<file path="src/design/wsd_pkg.sv">
package wsd_pkg;

    localparam int MASK_KEY_BYTES = 4;

    localparam logic [3:0] OP_CONT   = 4'h0;
    localparam logic [3:0] OP_TEXT   = 4'h1;
    localparam logic [3:0] OP_BINARY = 4'h2;
    localparam logic [3:0] OP_CLOSE  = 4'h8;
    localparam logic [3:0] OP_PING   = 4'h9;
    localparam logic [3:0] OP_PONG   = 4'hA;

    localparam logic [6:0] LEN16_CODE = 7'd126;
    localparam logic [6:0] LEN64_CODE = 7'd127;
    localparam logic [3:0] LEN16_BYTES = 4'd2;
    localparam logic [3:0] LEN64_BYTES = 4'd8;

    typedef enum logic [2:0] {
        KIND_PAYLOAD  = 3'd0,
        KIND_EMPTY    = 3'd1,
        KIND_UNMASKED = 3'd2,
        KIND_BAD_OP   = 3'd3,
        KIND_ORPHAN   = 3'd4
    } t_kind;

    typedef enum logic [5:0] {
        PH_HDR0 = 6'b000001,
        PH_HDR1 = 6'b000010,
        PH_EXT  = 6'b000100,
        PH_KEY  = 6'b001000,
        PH_PAY  = 6'b010000,
        PH_HALT = 6'b100000
    } t_phase;

    typedef struct packed {
        t_kind      kind;
        logic [7:0] data;
        logic [3:0] frame_opcode;
        logic       is_binary;
        logic       frame_end;
        logic       message_end;
        logic       stopped;
    } t_result;

endpackage

</file>
<file path="src/design/wsd_parser.sv">
module wsd_parser #(
    parameter int MASK_KEY_BYTES = wsd_pkg::MASK_KEY_BYTES
) (
    input  logic             i_clk,
    input  logic             i_rst_n,
    input  logic             i_step,
    input  logic [7:0]       i_byte,
    input  logic             i_server_mode,
    output logic             o_res_valid,
    output wsd_pkg::t_result o_res
);

    localparam int POS_W = (MASK_KEY_BYTES > 1) ? $clog2(MASK_KEY_BYTES) : 1;

    wsd_pkg::t_phase                   r_phase, n_phase;
    logic [3:0]                        r_cnt, n_cnt;
    logic [3:0]                        r_opcode, n_opcode;
    logic                              r_fin, n_fin;
    logic                              r_masked, n_masked;
    logic                              r_orphan, n_orphan;
    logic [MASK_KEY_BYTES-1:0][7:0]    r_key, n_key;
    logic [63:0]                       r_len, n_len;
    logic [POS_W-1:0]                  r_pos, n_pos;
    logic                              r_frag_open, n_frag_open;
    logic                              r_frag_binary, n_frag_binary;

    logic [6:0]       len7;
    logic             kop_go;
    logic             bp_go;
    logic             fe_go;
    wsd_pkg::t_kind   fe_kind;
    logic [7:0]       fe_data;
    logic [7:0]       key_byte;
    logic             last;
    logic             op_ok;
    logic             fr_binary;
    logic             fr_data;
    logic             halt_now;
    wsd_pkg::t_result res;
    logic             res_valid;

    always_comb begin
        n_phase       = r_phase;
        n_cnt         = r_cnt;
        n_opcode      = r_opcode;
        n_fin         = r_fin;
        n_masked      = r_masked;
        n_orphan      = r_orphan;
        n_key         = r_key;
        n_len         = r_len;
        n_pos         = r_pos;
        n_frag_open   = r_frag_open;
        n_frag_binary = r_frag_binary;
        len7          = i_byte[6:0];
        kop_go        = 1'b0;
        bp_go         = 1'b0;
        fe_go         = 1'b0;
        fe_kind       = wsd_pkg::KIND_EMPTY;
        fe_data       = 8'd0;
        last          = (r_len == 64'd1);
        key_byte      = r_masked ? r_key[POS_W'(MASK_KEY_BYTES - 1) - r_pos] : 8'd0;
        op_ok         = (r_opcode == wsd_pkg::OP_CONT) || (r_opcode == wsd_pkg::OP_TEXT)
                     || (r_opcode == wsd_pkg::OP_BINARY) || (r_opcode == wsd_pkg::OP_CLOSE)
                     || (r_opcode == wsd_pkg::OP_PING) || (r_opcode == wsd_pkg::OP_PONG);
        res_valid     = 1'b0;
        res           = '{kind: wsd_pkg::KIND_PAYLOAD, data: 8'd0, frame_opcode: r_opcode,
                          is_binary: 1'b0, frame_end: 1'b0, message_end: 1'b0,
                          stopped: 1'b0};

        if (i_step) begin
            unique case (r_phase)
                wsd_pkg::PH_HDR0: begin
                    n_fin    = i_byte[7];
                    n_opcode = i_byte[3:0];
                    n_orphan = 1'b0;
                    n_phase  = wsd_pkg::PH_HDR1;
                end
                wsd_pkg::PH_HDR1: begin
                    if (i_server_mode && !i_byte[7]) begin
                        res_valid   = 1'b1;
                        res.kind    = wsd_pkg::KIND_UNMASKED;
                        res.stopped = 1'b1;
                        n_phase     = wsd_pkg::PH_HALT;
                    end else if (!op_ok) begin
                        res_valid   = 1'b1;
                        res.kind    = wsd_pkg::KIND_BAD_OP;
                        res.stopped = 1'b1;
                        n_phase     = wsd_pkg::PH_HALT;
                    end else begin
                        n_masked = i_server_mode;
                        if (len7 == wsd_pkg::LEN16_CODE || len7 == wsd_pkg::LEN64_CODE) begin
                            n_len   = '0;
                            n_cnt   = (len7 == wsd_pkg::LEN16_CODE) ? wsd_pkg::LEN16_BYTES
                                                                     : wsd_pkg::LEN64_BYTES;
                            n_phase = wsd_pkg::PH_EXT;
                        end else begin
                            n_len  = 64'(len7);
                            kop_go = 1'b1;
                        end
                    end
                end
                wsd_pkg::PH_EXT: begin
                    n_len = {r_len[55:0], i_byte};
                    n_cnt = r_cnt - 4'd1;
                    if (r_cnt == 4'd1) begin
                        kop_go = 1'b1;
                    end
                end
                wsd_pkg::PH_KEY: begin
                    n_key = {r_key[MASK_KEY_BYTES-2:0], i_byte};
                    n_cnt = r_cnt - 4'd1;
                    if (r_cnt == 4'd1) begin
                        bp_go = 1'b1;
                    end
                end
                wsd_pkg::PH_PAY: begin
                    n_len = r_len - 64'd1;
                    n_pos = (r_pos == POS_W'(MASK_KEY_BYTES - 1)) ? '0 : r_pos + POS_W'(1);
                    if (last) begin
                        fe_go   = 1'b1;
                        fe_kind = r_orphan ? wsd_pkg::KIND_ORPHAN : wsd_pkg::KIND_PAYLOAD;
                        fe_data = r_orphan ? 8'd0 : (i_byte ^ key_byte);
                    end else if (!r_orphan) begin
                        res_valid     = 1'b1;
                        res.data      = i_byte ^ key_byte;
                        res.is_binary = (r_opcode == wsd_pkg::OP_BINARY)
                                     || (r_opcode == wsd_pkg::OP_CONT && r_frag_binary);
                    end
                end
                wsd_pkg::PH_HALT: begin
                    // drop everything until reset
                end
                default: begin
                    n_phase = wsd_pkg::PH_HDR0;
                end
            endcase
        end

        // mask key next, or straight on to the payload or an empty frame's end
        if (kop_go) begin
            if (n_masked) begin
                n_cnt   = 4'(MASK_KEY_BYTES);
                n_phase = wsd_pkg::PH_KEY;
            end else begin
                bp_go = 1'b1;
            end
        end

        if (bp_go) begin
            n_orphan = 1'b0;
            if (r_opcode == wsd_pkg::OP_TEXT || r_opcode == wsd_pkg::OP_BINARY) begin
                n_frag_open = !r_fin;
                if (!r_fin) begin
                    n_frag_binary = (r_opcode == wsd_pkg::OP_BINARY);
                end
            end else if (r_opcode == wsd_pkg::OP_CONT) begin
                if (!r_frag_open) begin
                    n_orphan = 1'b1;
                end else if (r_fin) begin
                    n_frag_open = 1'b0;
                end
            end
            n_pos = '0;
            if (n_len == 64'd0) begin
                fe_go   = 1'b1;
                fe_kind = n_orphan ? wsd_pkg::KIND_ORPHAN : wsd_pkg::KIND_EMPTY;
            end else begin
                n_phase = wsd_pkg::PH_PAY;
            end
        end

        fr_binary = (r_opcode == wsd_pkg::OP_BINARY)
                 || (r_opcode == wsd_pkg::OP_CONT && !n_orphan && r_frag_binary);
        fr_data   = (r_opcode == wsd_pkg::OP_TEXT) || (r_opcode == wsd_pkg::OP_BINARY)
                 || (r_opcode == wsd_pkg::OP_CONT && !n_orphan);
        halt_now  = (r_opcode == wsd_pkg::OP_CLOSE);

        // last result of the frame: back to header, or halt after a close
        if (fe_go) begin
            res_valid       = 1'b1;
            res.kind        = fe_kind;
            res.data        = fe_data;
            res.is_binary   = fr_binary;
            res.frame_end   = 1'b1;
            res.message_end = r_fin && fr_data;
            res.stopped     = halt_now;
            n_phase         = halt_now ? wsd_pkg::PH_HALT : wsd_pkg::PH_HDR0;
        end
    end

    always_ff @(posedge i_clk) begin
        if (!i_rst_n) begin
            r_phase       <= wsd_pkg::PH_HDR0;
            r_cnt         <= '0;
            r_opcode      <= '0;
            r_fin         <= 1'b1;
            r_masked      <= 1'b0;
            r_orphan      <= 1'b0;
            r_len         <= '0;
            r_pos         <= '0;
            r_frag_open   <= 1'b0;
            r_frag_binary <= 1'b0;
        end else begin
            r_phase       <= n_phase;
            r_cnt         <= n_cnt;
            r_opcode      <= n_opcode;
            r_fin         <= n_fin;
            r_masked      <= n_masked;
            r_orphan      <= n_orphan;
            r_len         <= n_len;
            r_pos         <= n_pos;
            r_frag_open   <= n_frag_open;
            r_frag_binary <= n_frag_binary;
        end
    end

    always_ff @(posedge i_clk) begin
        r_key <= n_key;
    end

    assign o_res_valid = res_valid;
    assign o_res       = res;

endmodule

</file>
<file path="src/design/websocket_frame_deframer.sv">
// An accepted byte is registered at the input, and its result at the output register.
// Throughput: one byte per cycle unless the output stalls; header, key and payload
// bytes each take one pass through the parser between the input and output registers.
// Reset (synchronous, active low) returns to the first header byte, clears the
// fragment state and the halt, and sets server mode; the mask key is not reset.
module websocket_frame_deframer #(
    parameter int MASK_KEY_BYTES = wsd_pkg::MASK_KEY_BYTES
) (
    input  logic       i_clk,
    input  logic       i_rst_n,
    input  logic       i_valid,
    output logic       o_stall,
    input  logic [7:0] i_rx_byte,
    output logic       o_valid,
    input  logic       i_stall,
    output logic [2:0] o_kind,
    output logic [7:0] o_data,
    output logic [3:0] o_frame_opcode,
    output logic       o_is_binary,
    output logic       o_frame_end,
    output logic       o_message_end,
    output logic       o_stopped,
    input  logic       i_cfg_valid,
    output logic       o_cfg_ready,
    input  logic       i_cfg_server_mode
);

    logic             r_server_mode;
    logic             r_in_valid, n_in_valid;
    logic [7:0]       r_in_byte;
    logic             r_out_valid, n_out_valid;
    wsd_pkg::t_result r_out;

    logic             out_blocked;
    logic             step;
    logic             in_accept;
    logic             res_valid;
    wsd_pkg::t_result res;

    assign out_blocked = r_out_valid && i_stall;
    assign step        = r_in_valid && !out_blocked;
    assign o_stall     = r_in_valid && out_blocked;
    assign in_accept   = i_valid && !o_stall;
    assign o_cfg_ready = 1'b1;

    wsd_parser #(
        .MASK_KEY_BYTES(MASK_KEY_BYTES)
    ) u_parser (
        .i_clk        (i_clk),
        .i_rst_n      (i_rst_n),
        .i_step       (step),
        .i_byte       (r_in_byte),
        .i_server_mode(r_server_mode),
        .o_res_valid  (res_valid),
        .o_res        (res)
    );

    always_comb begin
        n_in_valid = r_in_valid;
        if (in_accept) begin
            n_in_valid = 1'b1;
        end else if (step) begin
            n_in_valid = 1'b0;
        end

        n_out_valid = r_out_valid;
        if (step) begin
            n_out_valid = res_valid;
        end else if (!i_stall) begin
            n_out_valid = 1'b0;
        end
    end

    always_ff @(posedge i_clk) begin
        if (!i_rst_n) begin
            r_server_mode <= 1'b1;
            r_in_valid    <= 1'b0;
            r_out_valid   <= 1'b0;
        end else begin
            if (i_cfg_valid && o_cfg_ready) begin
                r_server_mode <= i_cfg_server_mode;
            end
            r_in_valid  <= n_in_valid;
            r_out_valid <= n_out_valid;
        end
    end

    // hold the beats while stalled; load the input on accept, the output on a pass with a result
    always_ff @(posedge i_clk) begin
        if (in_accept) begin
            r_in_byte <= i_rx_byte;
        end
        if (step && res_valid) begin
            r_out <= res;
        end
    end

    assign o_valid        = r_out_valid;
    assign o_kind         = r_out.kind;
    assign o_data         = r_out.data;
    assign o_frame_opcode = r_out.frame_opcode;
    assign o_is_binary    = r_out.is_binary;
    assign o_frame_end    = r_out.frame_end;
    assign o_message_end  = r_out.message_end;
    assign o_stopped      = r_out.stopped;

endmodule

</file>
<file path="config.mk">
export PLATFORM = sky130hd
export DESIGN_NAME = websocket_frame_deframer
export DESIGN_NICKNAME = d
export VERILOG_FILES = /design/src/design/wsd_pkg.sv /design/src/design/wsd_parser.sv /design/src/design/websocket_frame_deframer.sv
export SDC_FILE = /design/constraint.sdc
export NUM_CORES = 1
export LEC_CHECK = 0
export ABC_AREA = 1
export BUFFER_PORTS_ARGS = -buffer_cell sky130_fd_sc_hd__buf_2
export CORE_UTILIZATION = 60
export DETAILED_ROUTE_END_ITERATION = 10
export HOLD_SLACK_MARGIN = 0.03
export PLACE_DENSITY = 0.83
export SYNTH_ARGS = -nofsm -noshare
export SYNTH_HDL_FRONTEND = slang
export SYNTH_SLANG_ARGS = --single-unit
</file>
<file path="constraint.sdc">
create_clock -name i_clk -period 3.5 [get_ports i_clk]
set_input_delay 0.35 -clock i_clk [delete_from_list [all_inputs] [get_ports i_clk]]
set_output_delay 0.35 -clock i_clk [all_outputs]
set_load 0.03 [all_outputs]
</file>
Word level (Yosys, flattened, before mapping)
Index checks and enable logic that the tools add are counted.
W data, S select, Z words.
{"block": "op_classes", "add_sub_neg": 4, "mul": 0, "div_mod_pow": 0, "n_lt_le_gt_ge": 1, "n_eq_ne": 17, "shift": 0, "muxes": 94, "bitwise_logic": 3, "n_reduce_logical": 37}
{"op": "$mux W64", "n": 3}
{"op": "$pmux W64 S3", "n": 1}
{"op": "$eq A64 B1 Y1 const B", "n": 1}
{"op": "$logic_not A64 Y1", "n": 1}
{"op": "$mux W8", "n": 8}
{"op": "$sub A64 B1 Y64 const B", "n": 1}
{"op": "$mux W6", "n": 10}
{"op": "$mux W1", "n": 45}
{"op": "$mux W4", "n": 8}
{"op": "$mux W3", "n": 9}
{"op": "$mux W11", "n": 2}
{"op": "$pmux W6 S3", "n": 1}
{"op": "$bmux W8 S2", "n": 1}
{"op": "$eq A7 B7 Y1 const B", "n": 2}
{"op": "$eq A4 B4 Y1 const B", "n": 3}
{"op": "$logic_and A1 B1 Y1", "n": 10}
{"op": "$logic_or A1 B1 Y1", "n": 10}
{"op": "$eq A4 B1 Y1 const B", "n": 2}
{"op": "$pmux W4 S2", "n": 1}
{"op": "$reduce_and A2 Y1", "n": 4}
{"op": "$xor A8 B8 Y8", "n": 1}
{"op": "$mux W7", "n": 1}
{"op": "$eq A6 B1 Y1 const B", "n": 1}
{"op": "$eq A6 B2 Y1 const B", "n": 1}
{"op": "other kinds (20)", "n": 29}
{"block": "totals", "register_bits": 147, "latchBits": 0, "ramBits": 0, "romBits": 0, "inputBits": 14, "output_inout_bits": 22, "word_cells": 181, "mem_count": 0}

Longest topological paths before layout
Gate-level depths: netlist of run 1.
{"block": "logic_depth", "ltp_word": 19, "depth_mapped": 22, "depth_no_buf": 22}

Modules after synthesis
A second synthesis of run 1 with hierarchy kept.
{"block": "unflattened", "cells_unflattened": 1606, "area_unflattened_um2": 9964.6}
{"mod": "wsd_parser", "n_inst": 1, "cells_per_inst": 1555, "area_per_inst_um2": 9004.9, "seq_area_each_um2": 2662.6}
{"mod": "websocket_frame_deframer", "n_inst": 1, "cells_per_inst": 51, "area_per_inst_um2": 959.7, "seq_area_each_um2": 870.8}

Least setup slack after synthesis of run 1
OpenSTA, ideal clock, no wires.
{"block": "synth_path", "path_kind": "reg2reg", "startpoint": "reg r_out_valid, in the netlist o_valid", "endpoint": "reg r_out, in the netlist o_data[0], enable pin", "setup_time_ps": 379, "arrival_time_ps": 2558, "required_ps": 3121, "path_slack_ps": 563, "path_stages_with_launch": 18, "path_buffers": 1, "synth_period_minus_slack_ps": 2937, "cell_sequence": "dfxtp_1 > nand2_1 > nand2_1 > inv_2 > nand2_2 > nand2_1 > buf_2 > nand2_1 > inv_1 > nor3b_1 > nand2_1 > nor2_1 > nand2_1 > nor2_1 > nand3_1 > nor2_4 > nand3_4 > nand3_1"}
{"block": "synth_via", "elab_chain_cells": 9, "elab_cells_between_ends": 16, "cone_classes": "mux (11); reduce/logical (5)"}
{"item": "from (decl)", "line_no": "websocket_frame_deframer.sv:31", "text": "logic r_out_valid, n_out_valid;"}
{"item": "from (signal assigned)", "line_no": "websocket_frame_deframer.sv:84", "text": "r_out_valid <= n_out_valid;"}
{"item": "$logic_and A1 B1 Y1 (*)", "line_no": "websocket_frame_deframer.sv:40", "text": "assign out_blocked = r_out_valid && i_stall;"}
{"item": "$logic_not A1 Y1 (*)", "line_no": "websocket_frame_deframer.sv:41", "text": "assign step = r_in_valid && !out_blocked;"}
{"item": "$logic_and A1 B1 Y1 (*)", "line_no": "websocket_frame_deframer.sv:41"}
{"item": "$mux W64 or $mux W1 (tied branches)", "line_no": "wsd_parser.sv:70", "text": "if (i_step) begin"}
{"item": "$logic_not A64 Y1 or $mux W1 (tied branches)", "line_no": "wsd_parser.sv:164, wsd_parser.sv:141"}
{"item": "$mux W1, on equally long branches", "line_no": "wsd_parser.sv:164, wsd_parser.sv:140"}
{"item": "$mux W1", "line_no": "wsd_parser.sv:149", "text": "if (bp_go) begin"}
{"item": "$mux W1", "line_no": "wsd_parser.sv:179", "text": "if (fe_go) begin"}
{"item": "$logic_and A1 B1 Y1 (*)", "line_no": "websocket_frame_deframer.sv:93", "text": "if (step && res_valid) begin"}
{"item": "to (signal assigned)", "line_no": "websocket_frame_deframer.sv:94", "text": "r_out <= res;"}
{"item": "to (decl)", "line_no": "websocket_frame_deframer.sv:32", "text": "wsd_pkg::t_result r_out;"}
Mark *: on every way between the ends. The rest lies on a longest branch, timed or not.
A chain may end at the register's enable or synchronous reset.

Worst setup path after layout of run 1
{"block": "layout_path", "startpoint": "reg u_parser.r_opcode[0]", "endpoint": "reg r_out, in the netlist o_kind[1], enable pin"}
{"block": "layout_via", "elab_chain_cells": 15, "elab_cells_between_ends": 34, "cone_classes": "eq/ne (5); mux (21); reduce/logical (8)"}
{"item": "from (decl)", "line_no": "wsd_parser.sv:17", "text": "logic [3:0] r_opcode, n_opcode;"}
{"item": "from (signal assigned)", "line_no": "wsd_parser.sv:206", "text": "r_opcode <= n_opcode;"}
{"item": "$eq A4 B1 Y1 or $logic_not A4 Y1 (tied branches)", "line_no": "wsd_parser.sv:62", "text": "op_ok = (r_opcode == wsd_pkg::OP_CONT) || (r_opcode == wsd_pkg::OP_TEXT)"}
{"item": "$logic_or A1 B1 Y1", "line_no": "wsd_parser.sv:62"}
{"item": "$logic_or A1 B1 Y1 (2 in a row)", "line_no": "wsd_parser.sv:63", "text": "|| (r_opcode == wsd_pkg::OP_BINARY) || (r_opcode == wsd_pkg::OP_CLOSE)"}
{"item": "$logic_or A1 B1 Y1", "line_no": "wsd_parser.sv:64", "text": "|| (r_opcode == wsd_pkg::OP_PING) || (r_opcode == wsd_pkg::OP_PONG);"}
{"item": "$logic_or A1 B1 Y1 (*)", "line_no": "wsd_parser.sv:64"}
{"item": "$mux W64 or $mux W1 (tied branches)", "line_no": "wsd_parser.sv:84", "text": "end else if (!op_ok) begin"}
{"item": "$mux W64 or $mux W1 (tied branches)", "line_no": "wsd_parser.sv:79", "text": "if (i_server_mode && !i_byte[7]) begin"}
{"item": "$pmux W64 S3 or $mux W1 (tied branches)", "line_no": "wsd_parser.sv:71", "text": "unique case (r_phase)"}
{"item": "$mux W64 or $mux W1 (tied branches)", "line_no": "wsd_parser.sv:70"}
{"item": "$logic_not A64 Y1 or $mux W1 (tied branches)", "line_no": "wsd_parser.sv:164, wsd_parser.sv:141"}
{"item": "$mux W1, on equally long branches", "line_no": "wsd_parser.sv:164, wsd_parser.sv:140"}
{"item": "$mux W1", "line_no": "wsd_parser.sv:149"}
{"item": "$mux W1 (*)", "line_no": "wsd_parser.sv:179"}
{"item": "$logic_and A1 B1 Y1 (*)", "line_no": "websocket_frame_deframer.sv:93"}
Marked as above.

==> impl_metrics.toml, run 1 <==
[setup_path]
cp_data_required_time_ns = 3.63
endpoint = "o_kind[1]$_SDFFCE_PP0P_"
cp-start-kind = "flip-flop"
cp_top_family = "simple AND/OR/NAND/NOR gates"
cp_common_cell = "nand2_1"
path_buf_inv = 4
ff2ff_setup_slack_ns = 0.19
crit_path_end_kind = "flip-flop"
crit_start = "u_parser.r_opcode[0]$_SDFFE_PN0P_"
cpPeakStageDelay_ns = 0.38
cp_max_fo = 29
crit_path_top_delay_cell = "dfxtp_1"
cp_cell_sequence = "nand2_1 -> nand2_1 -> nor2_2 -> inv_2 -> nand2_2 -> nand3_4 -> buf_12 -> nand2_1 -> inv_1 -> a21oi_1 -> nand3_1 -> nor2_1 -> nand2_1 -> nor2_4 -> nand3_4 -> nand3_1 -> buf_6"
cp_num_cells = 17
r2r-start = "u_parser.r_opcode[0]$_SDFFE_PN0P_"
arrival_ns = 3.44
reg2reg_depth = 17
r2r-end = "o_kind[1]$_SDFFCE_PP0P_"
critPathKind = "flip-flop to flip-flop"

[timing]
finalSetupTns_ns = 0
clock_skew_ns = 0.0155
fin_crit_sh_pct = 94.6
rsz0062_at_grt = "false"
tightest_slew_ns = 1.13
fmax_ghz = 0.302
hold_viol = 0
setup_viol = 0
finalCriticalPeriod_ns = 3.31
relSlewSlack_pct = 24.7
slew_viol_final = 0

[finish]
antennaDiodeCount = 0
multiInputGateArea_mm2 = 0.00517
finish.utilization_pct = 68.8
syn_to_final_growth_pct = 11.1
drive_gt1_share_pct = 10.2
fin_nets = 1506
regArea_mm2 = 0.00353
fillers = 1300

[clocking]
cts_hold_buf = 0
tritoncts = "built"
clockBufferDepth = 2
clock_latency_ns = 0.44
htree_levels = 4
root_buffer = "clkbuf_16"
numClockSinks = 147
cts_resized = 0
clk_pin_slew_ns = 0.08
cts_setup_buffers = 0
numCtsBuffers = 17

[grt]
grt_pass1_vias = 9026
gr-total-overflow = 0
grt_use_total_pct = 38.0
antenna_found_initial = 1
grt_first_pass_wirelength_um = 47500
grt_max_degree = 64

[die]
die_y_um = 127
pin_count = 36
row_count = 45
start_util_pct = 61.9
die_x_um = 127
core-area_mm2 = 0.0153
die_area_mm2 = 0.0162

[synthesis]
ys.flop_type = "dfxtp_1"
synth_area_leaders = "edfxtp_1 (19%), dfxtp_1 (19%), nand2_1 (18%), nor2_1 (10%), nand3_1 (7.1%)"
synthCells = 1458
async_flop_share_pct = 0
ys_seq_area_share_pct = 37.4
syn_nets = 1477
yosysWarnings = 0
synth_top_cell_by_area = "edfxtp_1"
yosysUniqueCellTypes = 46
ys_seq_elements = 147
synth-edff-count = 59
syn_area_per_cell_um2 = 6.48
syn-cell-area_mm2 = 0.00944
yosys.area.top_type_share_pct = 18.8

[drt]
routed_wl_um = 29600
drt_iter0_drc = 1421
vias = 9954
routedWlPerCell_um = 17.3
vias_per_cell = 5.82
antenna_left = 0
first_pass_iters = 6
drc = 0

[power_and_ir_drop]
power.combinational.fraction_pct = 12.2
clkPwrFrac_pct = 44.2
p_leak_nw = 4.97
switching_share_pct = 30.9
peakVddDrop_v = 0.000368
seq_power_share_pct = 43.6
power_switching_w = 0.00131
intPower_w = 0.00293
p_per_area_mw_per_mm2 = 404

[flow_run]
cap_violations = 0

[placed_design]
dp_hpwl_um = 21200
place.gp.congestion = 0.971
port_buffers = 34

[worst_hold_path]
hp-class = "input pin to flip-flop"

[outcome]
outcome = "completed"
## power groups by stage
| stage | combinational [W] | clock, W | sequential [W] |
|---|---|---|---|
| 6_report | 0.000517 | 0.00187 | 0.00185 |
| 5_1_grt | 0.000576 | 0.00195 | 0.00185 |
| 3_3_place_gp | 0.000488 | 0 | 0.00188 |
| 2_1_floorplan | 0.000364 | 0 | 0.00187 |
| 4_1_cts | 0.000501 | 0.00188 | 0.00184 |
| 3_5_place_dp | 0.000495 | 0 | 0.00188 |
## state kept, by name, indices dropped and copies added, names as in the netlist, 2 cells and up
register / cells
o_data: 8
o_frame_opcode: 4
o_kind: 3
r_in_byte: 8
u_parser.r_cnt: 4
u_parser.r_key: 32
u_parser.r_len: 64
u_parser.r_opcode: 4
u_parser.r_phase: 6
u_parser.r_pos: 2
## area by class of cell
class                           instances  share of cell area (%)
Clock buffer                           17                    4.05
Clock inverter                         15                    1.80
Inverter                              150                    5.37
Multi-Input combinational cell       1119                    49.3
Sequential cell                       147                    33.7
Tap cell                              211                    2.52
Timing Repair Buffer                   52                    3.34
## synth_stat cells (3+ instances only)
| library cell | count |
|---|---|
| clkinv_1 | 4 |
| nor3_1 | 17 |
| inv_2 | 14 |
| and2_1 | 5 |
| o21bai_1 | 6 |
| o22ai_1 | 12 |
| nor4_1 | 3 |
| nor2_4 | 17 |
| nand3b_1 | 3 |
| ha_1 | 5 |
| a21oi_1 | 69 |
| o21ai_1 | 12 |
| buf_2 | 11 |
| nor2_1 | 254 |
| nand2_4 | 5 |
| o21ai_0 | 52 |
| nor2_2 | 12 |
| a21boi_1 | 10 |
| edfxtp_1 | 59 |
| nand2_2 | 10 |
| dfxtp_1 | 88 |
| nand3_1 | 134 |
| a211oi_1 | 5 |
| clkbuf_1 | 23 |
| a22oi_1 | 3 |
| inv_1 | 132 |
| nand4_1 | 6 |
| nand3_4 | 3 |
| nand2_1 | 450 |
| o211ai_1 | 4 |
| xor2_1 | 5 |
| buf_1 | 5 |
## cell families after synthesis
logic type,share of synthesized area (%)
simple gates,42.7
buf+inv,7.94
compound gates,10.5
flops,37.4
xor+xnor,0.649
fa+ha+maj,0.663
other cells,0.0397
## through the flow
stage	hold slack [ns]	power [W]	worst slack (ns)	area (um2)	std cells
2_1_floorplan	0.421	0.00223	0.563	9440	1458
3_3_place_gp	0.424	0.00237	0.214	9860	1679
3_5_place_dp	0.428	0.00238	0.156	9860	1679
4_1_cts	0.0728	0.00423	0.185	10500	1711
5_1_grt	0.0698	0.00438	0.0190	10500	1711
6_report	0.0791	0.00424	0.190	10500	1711
## how the worst min path moves through the flow
stage                                      start  cells after the start                            to  slack, ns
floorplan            u_parser.r_key[8]$_DFFE_PP_                      0  u_parser.r_key[16]$_DFFE_PP_       0.42
global placement    u_parser.r_key[20]$_DFFE_PP_                      0  u_parser.r_key[28]$_DFFE_PP_       0.42
detailed placement  u_parser.r_key[18]$_DFFE_PP_                      0  u_parser.r_key[26]$_DFFE_PP_       0.43
CTS                                 i_rx_byte[4]                      1        r_in_byte[4]$_DFFE_PP_       0.07
global route                        i_rx_byte[5]                      1        r_in_byte[5]$_DFFE_PP_       0.07
finish                              i_rx_byte[4]                      1        r_in_byte[4]$_DFFE_PP_       0.08
## per-layer routing
layer	part of all wire [%]	vias to the layer above	GRT usage [%]
li1	-	4751	-
met3	12	74	8.71
met5	0	-	0
met4	2.7	0	13.8
met1	42	4503	53.7
met2	43	626	56.7
## layout by cell type (no fill, tap or decap), types with 5 or more instances in the layout
master,synthesis,final
a211oi_1,5,5
a21boi_1,10,10
a21oi_1,69,69
and2_1,5,5
buf_2,11,34
buf_4,2,13
clkbuf_16,0,17
clkinv_8,0,6
dfxtp_1,88,88
edfxtp_1,59,59
ha_1,5,5
inv_1,132,132
inv_2,14,14
inv_8,0,5
nand2_1,450,450
nand2_2,10,9
nand2_4,5,6
nand3_1,134,134
nand4_1,6,6
nor2_1,254,252
nor2_2,12,14
nor2_4,17,17
nor3_1,17,17
o21ai_0,52,52
o21ai_1,12,12
o21bai_1,6,6
o22ai_1,12,12
xor2_1,5,5
Power figures use the tool's default switching activity.
==> run 2: changes to the inputs <==
--- a/config.mk
+++ b/config.mk
@@ -9,6 +9,7 @@
 export BUFFER_PORTS_ARGS = -buffer_cell sky130_fd_sc_hd__buf_2
 export CORE_UTILIZATION = 60
 export DETAILED_ROUTE_END_ITERATION = 10
+export GPL_TIMING_DRIVEN = 0
 export HOLD_SLACK_MARGIN = 0.03
 export PLACE_DENSITY = 0.83
 export SYNTH_ARGS = -nofsm -noshare
==> impl_metrics.toml, run 2 (synthesis results as in run 1) <==
[timing]
slew_viol_final = 0
fmax_ghz = 0.305
rsz0062_at_grt = "false"
finalSetupTns_ns = 0
finalCriticalPeriod_ns = 3.28
clock_skew_ns = 0.0140
tightest_slew_ns = 0.906
relSlewSlack_pct = 39.6
hold_viol = 0
setup_viol = 0
holdWs_ns = 0.0771
fin_crit_sh_pct = 93.6

[outcome]
violations = "DRC"
outcome = "finished with violations"

[grt]
gr-total-overflow = 0
grt_max_degree = 33
grt_first_pass_wirelength_um = 48500
grt_use_total_pct = 39.7
antenna_found_initial = 0
grt_pass1_vias = 8944

[finish]
top_regs = "u_parser.r_len: 64 flops, u_parser.r_key: 32 flops"
fin_nets = 1531
layout_common_cells = "nand2_1 (450), nor2_1 (252), nand3_1 (133)"
antennaDiodeCount = 0
drive_gt1_share_pct = 9.97
largest_register = "u_parser.r_len"
syn_to_final_growth_pct = 11.4
final_common_cell = "nand2_1"
largest_register_ffs = 64

[worst_hold_path]
hp-class = "input pin to flip-flop"

[power_and_ir_drop]
power_switching_w = 0.00130
peakVddDrop_v = 0.000375
switching_share_pct = 30.4
power.combinational.fraction_pct = 12.5
seq_power_share_pct = 43.5
clkPwrFrac_pct = 44.0
p_per_area_mw_per_mm2 = 405
intPower_w = 0.00297
p_leak_nw = 4.97

[clocking]
clock_latency_ns = 0.45
tritoncts = "built"
root_buffer = "clkbuf_16"
numCtsBuffers = 17
clockBufferDepth = 2
clk_pin_slew_ns = 0.07
cts_setup_buffers = 0
cts_hold_buf = 0
numClockSinks = 147
htree_levels = 4

[drt]
drt_iter0_drc = 1705
first_pass_iters = 11
vias = 10400
vias_per_cell = 5.99
routedWlPerCell_um = 18.3
routed_wl_um = 31700
drc = 1
antenna_left = 0

[die]
die_area_mm2 = 0.0162
die_x_um = 127
pin_count = 36
core-area_mm2 = 0.0153
start_util_pct = 61.9
die_y_um = 127
row_count = 45

[setup_path]
cp_data_required_time_ns = 3.69
cp_cell_sequence = "nor2_2 -> nand2_2 -> nor2_4 -> nand2_2 -> nand2_1 -> buf_2 -> buf_2 -> nand2_1 -> nand2_1 -> nor2_1 -> nand2_1 -> nor2_1 -> nand2_1 -> nor2_4 -> nand3_4 -> o21ai_0 -> and2_1"
crit_path_end_kind = "flip-flop"
cpPeakStageDelay_ns = 0.35
cp-start-kind = "flip-flop"
cp_max_fo = 10
crit_path_top_delay_cell = "dfxtp_1"
cp_common_cell = "nand2_1"
arrival_ns = 3.46
ff2ff_setup_slack_ns = 0.22
critPathKind = "flip-flop to flip-flop"
cp_top_family = "simple AND/OR/NAND/NOR gates"
path_buf_inv = 2

[placed_design]
dp_hpwl_um = 22900
port_buffers = 34
place.gp.congestion = 0.996

[flow_run]
cap_violations = 0
-- run 2: changes by cell type in the layout (fill, tap and decap cells not counted), moves of 3 or more --
cell,before,now
clkbuf_1,0,23
buf_4,13,2
nor2_2,14,11
buf_12,3,0
nor2_4,17,20
buf_2,34,45
clkinv_8,6,2
buf_1,0,5
-- run 2: final timing paths --
kind,start,end,cells past startpoint
setup / recovery,u_parser.r_phase[3]$_SDFF_PP0_,o_kind[2]$_SDFFCE_PP0P_,17
hold / removal,i_rx_byte[2],r_in_byte[2]$_DFFE_PP_,1
setup reg to reg,u_parser.r_phase[3]$_SDFF_PP0_,o_kind[2]$_SDFFCE_PP0P_,17
hold reg to reg,u_parser.r_key[1]$_DFFE_PP_,u_parser.r_key[9]$_DFFE_PP_,0
-- run 2: worst register-to-register path: stages, from the launching register on --
cell	delay, ns
dfxtp_1	0.35
nor2_2	0.29
nand2_2	0.14
nor2_4	0.27
nand2_2	0.16
nand2_1	0.12
buf_2	0.23
buf_2	0.33
nand2_1	0.17
nand2_1	0.09
nor2_1	0.05
nand2_1	0.13
nor2_1	0.05
nand2_1	0.16
nor2_4	0.07
nand3_4	0.13
o21ai_0	0.11
and2_1	0.17
-- run 2: power groups by stage --
| stage | registers [W] | clock network, W | logic (W) |
|---|---|---|---|
| 4_1_cts | 0.00185 | 0.00186 | 0.000505 |
| 5_1_grt | 0.00186 | 0.00194 | 0.000580 |
| 3_5_place_dp | 0.00189 | 0 | 0.000501 |
| 3_3_place_gp | 0.00189 | 0 | 0.000494 |
| 2_1_floorplan | 0.00187 | 0 | 0.000364 |
| 6_report | 0.00185 | 0.00188 | 0.000532 |
-- run 2: layout make-up --
cell class                      instances  area, um2
Multi-Input combinational cell       1120       5210
Fill cell                            1357       4740
Sequential cell                       147       3530
Inverter                              150        563
Clock buffer                           18        429
Tap cell                              211        264
Buffer                                 42        188
Timing Repair Buffer                   34        170
Clock inverter                         14        164
-- run 2: per-layer routing --
metal	vias to the layer above	track usage, %	wire length, um
met5	-	0	0
met4	0	20.6	1490
met2	714	56.8	13100
met3	132	8.75	4020
li1	4816	-	-
met1	4745	56.0	13100
-- run 2: what timing repair did --
item	4_1_cts	5_1_grt
setup endpoints to repair	19	23
resized for setup	1	8
gates cloned	0	1
-- run 2: stage by stage --
step | power [W] | util, % | std cells | worst slack, ns | instance area (um2)
after detailed placement | 0.00239 | 64.8 | 1703 | -0.410 | 9880
final | 0.00426 | 69.0 | 1736 | 0.223 | 10500
after global routing | 0.00437 | 69.0 | 1736 | 0.0474 | 10500
after floorplan | 0.00223 | - | 1458 | 0.563 | 9440
after CTS | 0.00422 | 68.7 | 1735 | 0.0628 | 10500
after global placement | 0.00238 | 64.7 | 1703 | -0.402 | 9880
